`src/assert_macros.svh`:
```
// ---------------------------------------------------------------------------
// Assertion macros
// Shared concurrent assertion forms, clocked on clk, disabled in reset.
// ---------------------------------------------------------------------------
`ifndef ASSERT_MACROS_SVH
`define ASSERT_MACROS_SVH

// same-cycle implication
`define ASSERT_IMPL(label, ante, cons, msg) \
    label: assert property (@(posedge clk) disable iff (!rst_n) (ante) |-> (cons)) \
        else $error(msg);

// next-cycle implication
`define ASSERT_NEXT(label, ante, cons, msg) \
    label: assert property (@(posedge clk) disable iff (!rst_n) (ante) |=> (cons)) \
        else $error(msg);

`endif

```
`src/eiec_pkg.sv`:
```
// ---------------------------------------------------------------------------
// eiec_pkg
// Types and constants of the external interrupt edge controller.
// ---------------------------------------------------------------------------
package eiec_pkg;

    localparam int NUM_LINES   = 16;
    localparam int NUM_PORTS   = 4;
    localparam int SEL_W       = 4;
    localparam int NUM_VECTORS = 7;
    localparam int CFG_DATA_W  = 64;
    localparam int CFG_IDX_W   = 3;

    typedef logic [NUM_LINES-1:0]   line_vec_t;
    typedef logic [NUM_VECTORS-1:0] vector_t;
    typedef logic [SEL_W-1:0]       sel_t;
    typedef logic [CFG_IDX_W-1:0]   cfg_idx_t;

    localparam logic CMD_SAMPLE = 1'b0;
    localparam logic CMD_CLEAR  = 1'b1;

    localparam cfg_idx_t REG_RISING_EN  = 3'd0;
    localparam cfg_idx_t REG_FALLING_EN = 3'd1;
    localparam cfg_idx_t REG_UNMASK     = 3'd2;
    localparam cfg_idx_t REG_ROUTING    = 3'd3;
    localparam cfg_idx_t REG_VECTOR_EN  = 3'd4;

    typedef struct packed {
        logic [NUM_PORTS-1:0] pins;
        sel_t                 sel;
        logic                 rise_en;
        logic                 fall_en;
        logic                 prev_level;
        logic                 pending;
        logic                 clear;
        logic                 sample;
    } lane_in_t;

    typedef struct packed {
        logic level;
        logic pending_next;
    } lane_out_t;

endpackage

```
`src/eiec_item_if.sv`:
```
// ---------------------------------------------------------------------------
// eiec_item_if
// Input item channel: command, four port level words and clear bits.
// ---------------------------------------------------------------------------
interface eiec_item_if;

    logic                valid;
    logic                ready;
    logic                command;
    eiec_pkg::line_vec_t port_a_levels;
    eiec_pkg::line_vec_t port_b_levels;
    eiec_pkg::line_vec_t port_c_levels;
    eiec_pkg::line_vec_t port_d_levels;
    eiec_pkg::line_vec_t clear_bits;

    modport source (
        output valid, command, port_a_levels, port_b_levels, port_c_levels,
               port_d_levels, clear_bits,
        input  ready
    );

    modport sink (
        input  valid, command, port_a_levels, port_b_levels, port_c_levels,
               port_d_levels, clear_bits,
        output ready
    );

endinterface

```
`src/eiec_result_if.sv`:
```
// ---------------------------------------------------------------------------
// eiec_result_if
// Result item channel: pending lines, vector requests and routed levels.
// ---------------------------------------------------------------------------
interface eiec_result_if;

    logic                valid;
    logic                ready;
    eiec_pkg::line_vec_t pending_lines;
    eiec_pkg::vector_t   vector_requests;
    eiec_pkg::line_vec_t routed_levels;

    modport source (
        output valid, pending_lines, vector_requests, routed_levels,
        input  ready
    );

    modport sink (
        input  valid, pending_lines, vector_requests, routed_levels,
        output ready
    );

endinterface

```
`src/external_interrupt_edge_controller.sv`:
```
// ---------------------------------------------------------------------------
// external_interrupt_edge_controller
// Sixteen-line external interrupt controller with port routing, edge
// detection, write-one-to-clear pending bits and grouped vector requests.
//
//   channel      | dir | handshake         | contents
//   -------------+-----+-------------------+---------------------------------
//   item_in      | in  | valid/ready       | command, port A-D levels, clear
//   result_out   | out | valid/ready       | pending, vectors, routed levels
//   cfg          | in  | cfg_we, no ready  | register index and data
//
// One item per cycle while the result side takes results; the result appears in the cycle after acceptance.
// All lanes evaluate in parallel in the accepting cycle; a single output
// register parts the two channels.
// Reset clears configuration, previous levels, pending bits and output valid.
// A stalled result holds; item_in stays ready while the output register
// drains in the same cycle.
// ---------------------------------------------------------------------------
`include "assert_macros.svh"

module external_interrupt_edge_controller #(
    parameter int LINE_COUNT = 16,
    parameter int PORT_COUNT = 4
) (
    input  logic                                   clk,
    input  logic                                   rst_n,
    eiec_item_if.sink                              item_in,
    eiec_result_if.source                          result_out,
    input  logic                                   cfg_we,
    input  eiec_pkg::cfg_idx_t                     cfg_index,
    input  logic [eiec_pkg::CFG_DATA_W-1:0]        cfg_data
);

    localparam eiec_pkg::line_vec_t LINE_MASK =
        eiec_pkg::line_vec_t'((33'h1 << LINE_COUNT) - 33'h1);

    eiec_pkg::line_vec_t                   rising_en_reg;
    eiec_pkg::line_vec_t                   falling_en_reg;
    eiec_pkg::line_vec_t                   unmask_reg;
    logic [eiec_pkg::CFG_DATA_W-1:0]       routing_reg;
    eiec_pkg::vector_t                     vector_en_reg;

    eiec_pkg::line_vec_t                   prev_reg;
    eiec_pkg::line_vec_t                   prev_next;
    eiec_pkg::line_vec_t                   pending_reg;
    eiec_pkg::line_vec_t                   pending_next;

    logic                                  out_valid_reg;
    eiec_pkg::line_vec_t                   out_pending_reg;
    eiec_pkg::vector_t                     out_vector_reg;
    eiec_pkg::line_vec_t                   out_levels_reg;

    eiec_pkg::line_vec_t                   levels;
    eiec_pkg::vector_t                     vectors;
    logic                                  accept;
    logic                                  sample;

    assign item_in.ready = !out_valid_reg || result_out.ready;
    assign accept        = item_in.valid && item_in.ready;
    assign sample        = (item_in.command == eiec_pkg::CMD_SAMPLE);

    for (genvar i = 0; i < eiec_pkg::NUM_LINES; i++)
    begin : g_lane
        if (i < LINE_COUNT)
        begin : g_used
            eiec_pkg::lane_in_t  lane_in;
            eiec_pkg::lane_out_t lane_out;

            always_comb
            begin
                lane_in.pins       = {item_in.port_d_levels[i], item_in.port_c_levels[i],
                                      item_in.port_b_levels[i], item_in.port_a_levels[i]};
                lane_in.sel        = routing_reg[eiec_pkg::SEL_W*i +: eiec_pkg::SEL_W];
                lane_in.rise_en    = rising_en_reg[i];
                lane_in.fall_en    = falling_en_reg[i];
                lane_in.prev_level = prev_reg[i];
                lane_in.pending    = pending_reg[i];
                lane_in.clear      = item_in.clear_bits[i];
                lane_in.sample     = sample;
            end

            eiec_lane #(
                .PORT_COUNT (PORT_COUNT)
            ) u_lane (
                .lane_in  (lane_in),
                .lane_out (lane_out)
            );

            assign levels[i]       = lane_out.level;
            assign pending_next[i] = lane_out.pending_next;
        end
        else
        begin : g_unused
            assign levels[i]       = 1'b0;
            assign pending_next[i] = 1'b0;
        end
    end

    assign prev_next = sample ? levels : prev_reg;

    eiec_merge u_merge (
        .pending   (pending_next),
        .unmask    (unmask_reg),
        .vector_en (vector_en_reg),
        .vectors   (vectors)
    );

    always_ff @(posedge clk or negedge rst_n)
    begin
        if (!rst_n)
        begin
            rising_en_reg  <= '0;
            falling_en_reg <= '0;
            unmask_reg     <= '0;
            routing_reg    <= '0;
            vector_en_reg  <= '0;
        end
        else if (cfg_we)
        begin
            unique case (cfg_index)
                eiec_pkg::REG_RISING_EN:  rising_en_reg  <= cfg_data[eiec_pkg::NUM_LINES-1:0];
                eiec_pkg::REG_FALLING_EN: falling_en_reg <= cfg_data[eiec_pkg::NUM_LINES-1:0];
                eiec_pkg::REG_UNMASK:     unmask_reg     <= cfg_data[eiec_pkg::NUM_LINES-1:0];
                eiec_pkg::REG_ROUTING:    routing_reg    <= cfg_data;
                eiec_pkg::REG_VECTOR_EN:  vector_en_reg  <= cfg_data[eiec_pkg::NUM_VECTORS-1:0];
                default:
                begin
                end
            endcase
        end
    end

    always_ff @(posedge clk or negedge rst_n)
    begin
        if (!rst_n)
        begin
            prev_reg      <= '0;
            pending_reg   <= '0;
            out_valid_reg <= 1'b0;
        end
        else
        begin
            if (accept)
            begin
                prev_reg    <= prev_next;
                pending_reg <= pending_next;
            end
            if (item_in.ready)
            begin
                out_valid_reg <= accept;
            end
        end
    end

    always_ff @(posedge clk)
    begin
        if (accept)
        begin
            out_pending_reg <= pending_next;
            out_vector_reg  <= vectors;
            out_levels_reg  <= levels;
        end
    end

    assign result_out.valid           = out_valid_reg;
    assign result_out.pending_lines   = out_pending_reg;
    assign result_out.vector_requests = out_vector_reg;
    assign result_out.routed_levels   = out_levels_reg;

    `ASSERT_IMPL(a_no_pending_beyond_lines, 1'b1,
                 (pending_reg & ~LINE_MASK) == '0,
                 "pending bit set on a line beyond LINE_COUNT")
    `ASSERT_NEXT(a_clear_sets_nothing,
                 accept && item_in.command == eiec_pkg::CMD_CLEAR,
                 (pending_reg & ~$past(pending_reg)) == '0,
                 "clear item set a pending bit")
    `ASSERT_NEXT(a_clear_keeps_levels,
                 accept && item_in.command == eiec_pkg::CMD_CLEAR,
                 $stable(prev_reg),
                 "clear item changed previous levels")
    `ASSERT_IMPL(a_vector_needs_pending,
                 out_valid_reg && out_vector_reg != '0,
                 out_pending_reg != '0,
                 "vector request without a pending line")

endmodule

```
`src/eiec_lane.sv`:
```
// ---------------------------------------------------------------------------
// eiec_lane
// One interrupt line: port selection, edge detection and pending update.
// ---------------------------------------------------------------------------
module eiec_lane #(
    parameter int PORT_COUNT = 4
) (
    input  eiec_pkg::lane_in_t  lane_in,
    output eiec_pkg::lane_out_t lane_out
);

    localparam int PORT_LIMIT =
        (PORT_COUNT < eiec_pkg::NUM_PORTS) ? PORT_COUNT : eiec_pkg::NUM_PORTS;

    logic [1:0] port_sel;
    logic       level;
    logic       rise;
    logic       fall;

    always_comb
    begin
        if (lane_in.sel < eiec_pkg::SEL_W'(PORT_LIMIT))
        begin
            port_sel = lane_in.sel[1:0];
        end
        else
        begin
            port_sel = 2'd0;
        end
    end

    assign level = lane_in.pins[port_sel];
    assign rise  = level & ~lane_in.prev_level & lane_in.rise_en;
    assign fall  = ~level & lane_in.prev_level & lane_in.fall_en;

    always_comb
    begin
        lane_out.level = level;
        if (lane_in.sample)
        begin
            lane_out.pending_next = lane_in.pending | rise | fall;
        end
        else
        begin
            lane_out.pending_next = lane_in.pending & ~lane_in.clear;
        end
    end

endmodule

```
`src/eiec_merge.sv`:
```
// ---------------------------------------------------------------------------
// eiec_merge
// Combine unmasked pending lines into the seven interrupt vectors.
// ---------------------------------------------------------------------------
module eiec_merge (
    input  eiec_pkg::line_vec_t pending,
    input  eiec_pkg::line_vec_t unmask,
    input  eiec_pkg::vector_t   vector_en,
    output eiec_pkg::vector_t   vectors
);

    eiec_pkg::line_vec_t active;
    eiec_pkg::vector_t   raw;

    assign active = pending & unmask;

    always_comb
    begin
        raw[4:0] = active[4:0];
        raw[5]   = |active[9:5];
        raw[6]   = |active[15:10];
    end

    assign vectors = raw & vector_en;

endmodule

```
`src/flat_wrapper.sv`:
```
// flat-port wrapper written by rule: the top's interface ports become plain ports
module external_interrupt_edge_controller_flat 
#(
    parameter int LINE_COUNT = 16,
    parameter int PORT_COUNT = 4
)
  (clk, rst_n, cfg_we, cfg_index, cfg_data, item_in_valid, item_in_command, item_in_port_a_levels, item_in_port_b_levels, item_in_port_c_levels, item_in_port_d_levels, item_in_clear_bits, item_in_ready, result_out_valid, result_out_pending_lines, result_out_vector_requests, result_out_routed_levels, result_out_ready);
  eiec_item_if item_in_i ();
  eiec_result_if result_out_i ();
  input  logic clk;
  input  logic rst_n;
  input  logic cfg_we;
  input  eiec_pkg::cfg_idx_t cfg_index;
  input  logic [eiec_pkg::CFG_DATA_W-1:0] cfg_data;
  input wire logic [$bits(item_in_i.valid)-1:0] item_in_valid;
  input wire logic [$bits(item_in_i.command)-1:0] item_in_command;
  input wire logic [$bits(item_in_i.port_a_levels)-1:0] item_in_port_a_levels;
  input wire logic [$bits(item_in_i.port_b_levels)-1:0] item_in_port_b_levels;
  input wire logic [$bits(item_in_i.port_c_levels)-1:0] item_in_port_c_levels;
  input wire logic [$bits(item_in_i.port_d_levels)-1:0] item_in_port_d_levels;
  input wire logic [$bits(item_in_i.clear_bits)-1:0] item_in_clear_bits;
  output wire logic [$bits(item_in_i.ready)-1:0] item_in_ready;
  output wire logic [$bits(result_out_i.valid)-1:0] result_out_valid;
  output wire logic [$bits(result_out_i.pending_lines)-1:0] result_out_pending_lines;
  output wire logic [$bits(result_out_i.vector_requests)-1:0] result_out_vector_requests;
  output wire logic [$bits(result_out_i.routed_levels)-1:0] result_out_routed_levels;
  input wire logic [$bits(result_out_i.ready)-1:0] result_out_ready;
  assign item_in_i.valid = item_in_valid;
  assign item_in_i.command = item_in_command;
  assign item_in_i.port_a_levels = item_in_port_a_levels;
  assign item_in_i.port_b_levels = item_in_port_b_levels;
  assign item_in_i.port_c_levels = item_in_port_c_levels;
  assign item_in_i.port_d_levels = item_in_port_d_levels;
  assign item_in_i.clear_bits = item_in_clear_bits;
  assign item_in_ready = item_in_i.ready;
  assign result_out_valid = result_out_i.valid;
  assign result_out_pending_lines = result_out_i.pending_lines;
  assign result_out_vector_requests = result_out_i.vector_requests;
  assign result_out_routed_levels = result_out_i.routed_levels;
  assign result_out_i.ready = result_out_ready;
  external_interrupt_edge_controller #(.LINE_COUNT(LINE_COUNT), .PORT_COUNT(PORT_COUNT)) u_core (.clk(clk), .rst_n(rst_n), .item_in(item_in_i), .result_out(result_out_i), .cfg_we(cfg_we), .cfg_index(cfg_index), .cfg_data(cfg_data));
endmodule
```
`config.mk`:
```
export PLATFORM = sky130hd
export DESIGN_NAME = external_interrupt_edge_controller_flat
export DESIGN_NICKNAME = d
export VERILOG_FILES = /design/src/eiec_pkg.sv /design/src/eiec_item_if.sv /design/src/eiec_result_if.sv /design/src/external_interrupt_edge_controller.sv /design/src/eiec_lane.sv /design/src/eiec_merge.sv /design/src/flat_wrapper.sv
export VERILOG_INCLUDE_DIRS = /design/src /design/src/src
export SDC_FILE = /design/constraint.sdc
export NUM_CORES = 1
export LEC_CHECK = 0
export BUFFER_PORTS_ARGS = -buffer_cell sky130_fd_sc_hd__buf_2
export CELL_PAD_IN_SITES_DETAIL_PLACEMENT = 0
export CELL_PAD_IN_SITES_GLOBAL_PLACEMENT = 1
export CORE_UTILIZATION = 39
export DETAILED_ROUTE_END_ITERATION = 10
export GPL_TIMING_DRIVEN = 0
export PLACE_DENSITY_LB_ADDON = 0.1
export SLEW_MARGIN = 20
export SYNTH_ARGS = -nofsm -noshare
export SYNTH_HDL_FRONTEND = slang
export SYNTH_SLANG_ARGS = --single-unit
```
`constraint.sdc`:
```
create_clock -name clk -period 2.6 [get_ports clk]
set_input_delay 0.26 -clock clk [delete_from_list [all_inputs] [get_ports clk]]
set_output_delay 0.26 -clock clk [all_outputs]
set_load 0.1 [all_outputs]
```
* Word level (Yosys, flattened, before mapping) *
Cells that the tools add are included.

storage, ports and cells
  bits in registers = 191
  word-level logic and storage cells = 286

operators by class
  bitwise gates (word level) = 163
  reductions and logical operators = 12
  eq/ne operators = 4
  mux-type cells = 64
  magnitude comparators = 32

operators by type and width
  kind                                                                           count
  1-bit AND                                                                      80
  4-bit by 3-bit less-than comparator with 1-bit output (second input constant)  16
  1-bit NOT                                                                      49
  2-bit by 3-bit less-than comparator with 1-bit output (second input constant)  16
  1-bit binary-select mux with 2-bit select                                      16
  1-bit two-way mux                                                              32
  2-bit two-way mux                                                              16
  1-bit OR                                                                       32
  16-bit AND                                                                     1
  2-bit AND reduction                                                            6
  7-bit AND                                                                      1
  3-bit by 2-bit equality test with 1-bit output (second input constant)         2
  6-bit OR reduction                                                             1
  5-bit OR reduction                                                             1
  3-bit by 1-bit equality test with 1-bit output (second input constant)         1
  3-bit equality test (second input constant)                                    1
  3-bit logical NOT                                                              1
  1-bit logical AND                                                              1
  1-bit logical NOT                                                              1
  1-bit logical OR                                                               1

* Logic depth before layout (Yosys ltp) *
  word-level depth = 12
  depth in mapped cells = 7
  gate-level depth less buffers = 6

* By module *
From an unflattened synthesis, not the netlist that was laid out.

unflattened totals
  cells, all modules = 606
  area total of the unflattened synthesis = 8523.2 µm²

modules (own cells, without submodules)
  module                              seq. area each (µm²)  cells each  times used  area an instance (µm²)
  external_interrupt_edge_controller  4974.8                369         1           6912.9
  eiec_lane                           0.0                   14          16          95.1
  eiec_merge                          0.0                   13          1           88.8

* Worst setup path before layout *
Ideal clock, no wire load.

  path type = register to register
  start = reg u_core.out_valid_reg (netlist: u_core.result_out.valid)
  end = reg u_core.pending_reg[11]
  library setup time = 127 ps
  arrival time = 3813 ps
  clock period less this slack = 3941 ps
  stages on the path, launching flop included = 6
  path slack = -1341 ps
  cell sequence = dfrtp_1 nand2b_1 nand2_1 inv_2 buf_1 mux2_2

on the way
  longest elaborated chain between the ends = 3

RTL lines
  what                      line                                       source
  start: declaration        external_interrupt_edge_controller.sv:48   logic out_valid_reg;
  start signal: assignment  external_interrupt_edge_controller.sv:150  out_valid_reg <= accept;
  1-bit logical NOT         external_interrupt_edge_controller.sv:58   assign item_in.ready = !out_valid_reg || result_out.ready;
  1-bit logical OR          external_interrupt_edge_controller.sv:58
  net item_in_ready         flat_wrapper.sv:22                         output wire logic [$bits(item_in_i.ready)-1:0] item_in_ready;
  1-bit logical AND         external_interrupt_edge_controller.sv:59   assign accept = item_in.valid && item_in.ready;
  net u_core.accept         external_interrupt_edge_controller.sv:55   logic accept;
  end signal: assignment    external_interrupt_edge_controller.sv:146  pending_reg <= pending_next;
  end: declaration          external_interrupt_edge_controller.sv:45   eiec_pkg::line_vec_t pending_reg;

The timed path passes the listed nets, and every way through them passes these cells.
A chain may end at the register's enable or synchronous reset.

* Final worst setup path *
  start = reg u_core.out_valid_reg (netlist: u_core.result_out.valid)
  end = reg u_core.prev_reg[13]

on the way
  longest elaborated chain between the ends = 4

RTL lines
  what                           line                                       source
  1-bit logical NOT              external_interrupt_edge_controller.sv:58
  1-bit logical OR               external_interrupt_edge_controller.sv:58
  1-bit logical AND              external_interrupt_edge_controller.sv:59
  2-bit AND reduction (no line)  --
  end signal: assignment         external_interrupt_edge_controller.sv:145  prev_reg <= prev_next;
  end: declaration               external_interrupt_edge_controller.sv:43   eiec_pkg::line_vec_t prev_reg;

No other way between the ends.

==> reports/metrics.csv <==
stage,metric,value,unit
run_status,status,"complete, no violations",
route,vias_per_cell,5.14,
layout,largest_reg_flops,64,
logic_synthesis,ys_types,54,
critical_path,crit_start,u_core.result_out.valid,
pwr,leakage,4.63,nW
cts,clock_latency,0.43,ns
die,fp.dieW,148,um
logic_synthesis,synth_top_area_share,45.6,%
die,initial_core_util,39.7,%
die,io_pins,194,
global_routing,globalRouteOverflowTotal,0,
layout,nets,1010,
logic_synthesis,synth_edf_count,39,
die,die-area,22000,um^2
logic_synthesis,synth-async-reset-ratio,79.6,%
route,drt_iter0_markers,390,
die,die_h,148,um
route,wirelength,20.3,mm
logic_synthesis,syn_inst,645,
route,wl_met3,938,um
route,routedLengthMet1,8.79,mm
logic_synthesis,synth_nets,798,
timing,fin_worst_skew,0.0103,ns
cts,ctsResizeCount,0,
logic_synthesis,syn_area_per_cell,12.9,um^2
global_routing,grt_pass1_vias,6065,
timing,rsz0062_at_grt,no,
critical_path,cp-start-kind,flip-flop,
critical_path,required,2.87,ns
route,wl_per_cell,17.7,um
timing,post-route-period-util,90.6,%
route,num_vias,5893,
route,drtAntennaViolNets,0,
place,hpwl,14.6,mm
pwr,power.density,894,nW/um^2
timing,setup_viol,0,
route,wl_met2,10.2,mm
critical_path,cp-end-kind,flip-flop,
pwr,vdd_ir_drop_max,0.459,mV
timing,max_freq,424,MHz
cts,cts_root_buf,clkbuf_16,
global_routing,antenna_found_initial,1,
timing,post-route-min-period,2.36,ns
layout,fin_cells,1147,
cts,path_clk_slew,0.07,ns
cts,cts_tree,yes,
route,first_pass_iters,4,
pwr,power,0.00919,W
global_routing,track_usage,19.3,%
die,core,21000,um^2
cts,clock_sinks,191,
logic_synthesis,netlist_area,8350,um^2
critical_path,reg2reg_depth,5,
route,drc,0,
critical_path,worst_r2r_endpoint,u_core.prev_reg[13],
critical_path,rr_startpoint,u_core.result_out.valid,
layout,final_common_cell,buf_2,
critical_path,endpoint,u_core.prev_reg[13],
timing,fin_setup_tns,0,ns
logic_synthesis,ys.flop_type,dfrtp_1,
global_routing,grt_max_degree,97,
timing,worst_slew_pin_slew,0.926,ns
critical_path,arrival,2.63,ns
timing,finalWorstSetupSlack,0.244,ns
place,placedCellCount,1112,
logic_synthesis,yosys.area.top_type,dfrtp_1,
layout,layout_common_cells,"buf_2 (193), dfrtp_1 (151), mux2_2 (115)",
die,rows,53,
global_routing,grt_pass1_wl,32.1,mm
timing,relSlewSlack,38.0,%
logic_synthesis,ys_ff_latch,191,
min_path,min_from,item_in_valid,
layout,layout-drive-gt1-share,41.0,%
logic_synthesis,ys_seq_area_share,59.6,%
place,pre_cts_slack,0.0891,ns
critical_path,path_class,flip-flop to flip-flop,
timing,hold_violations,0,
layout,fin_util,48.9,%
logic_synthesis,synth_area_leaders,"dfrtp_1 (46%), mux2_2 (16%), edfxtp_1 (14%)",
route,top_layer,met4,
place,port_buffers,191,
layout,syn2layout_area_growth,23.1,%
critical_path,reg2reg_setup_slack,0.24,ns
place,place.gp.congestion,0.748,
logic_synthesis,ys_warn_count,0,
cts,cts_max_path_buffers,2,
min_path,hold_class,primary input to flip-flop,
cts,cts_made_buffers,17,
timing,maxSlewViolCount,0,
flow_run,max_cap_violations,0,
cts,ctsHtreeMaxLevel,4,
critical_path,crit_fanout,10,
cell type report:
cell class	count	area [um^2]
Antenna cell	2	5.00
Buffer	18	75.1
Clock buffer	18	429
Clock inverter	14	135
Fill cell	1896	10700
Inverter	19	71.3
Multi-Input combinational cell	417	3230
Sequential cell	191	4980
Tap cell	275	344
Timing Repair Buffer	193	1000
worst min path at each step:
stage                          endpoint  slack [ns]  depth (start not counted)
2_1_floorplan  u_core.falling_en_reg[0]       -0.04                          0
3_3_place_gp   u_core.rising_en_reg[10]        0.46                          1
3_5_place_dp     u_core.routing_reg[47]        0.23                          1
4_1_cts         u_core.result_out.valid        0.02                          2
5_1_grt         u_core.result_out.valid        0.02                          2
6_report        u_core.result_out.valid        0.03                          2
where the power goes:
part           internal [W]  switching (W)  leakage [nW]  total, W
combinational      0.000958        0.00145          2.14   0.00240
clock               0.00134        0.00120         0.265   0.00254
sequential          0.00379       0.000459          2.22   0.00425
through the flow:
step	area [um^2]	hold slack (ns)
after global routing	10300	0.0194
after floorplan	8360	-0.0356
after detailed placement	9690	0.227
after CTS	10300	0.0177
after global placement	9660	0.462
final	10300	0.0338
metal layers:
metal  vias up  global-route usage, %
met5         -                      0
met4         0                   5.72
met3        24                   4.26
met2       152                   33.1
met1      2939                   24.4
li1       2778                      -
timing repair:
action / CTS / global route
hold buffers: 1 / 0
hold endpoints to repair: 56 / 0
setup buffers: 0 / 0
worst max-delay path, stage by stage (launching register included):
cell	delay [ns]
dfrtp_2	0.41
nand2b_2	0.08
nand2_1	0.12
nor2_1	0.73
clkbuf_1	0.68
o21ai_0	0.18
cells in the mapped netlist (all sizes together), types with 6 or more instances:
library cell and instances:
nor3b 8, nand2b 13, dfrtp 152, o21ai 27, inv 19, clkbuf 13
a31oi 6, edfxtp 39, mux2 138, mux2i 20, nor2b 7, nand3 8
nor2 35, nand2 61, and3b 6, o221ai 6, and3 7, o31a 6
a21oi 24, nor3 10
cell families after synthesis:
group                  Yosys count  synth area share, %
DFF                            191                 59.6
muxes                          158                 21.1
buffers and inverters           37                 1.71
AOI/OAI and AO/OA               98                 8.02
and+or+nand+nor                161                 9.62
Power figures use the tool's default switching activity.
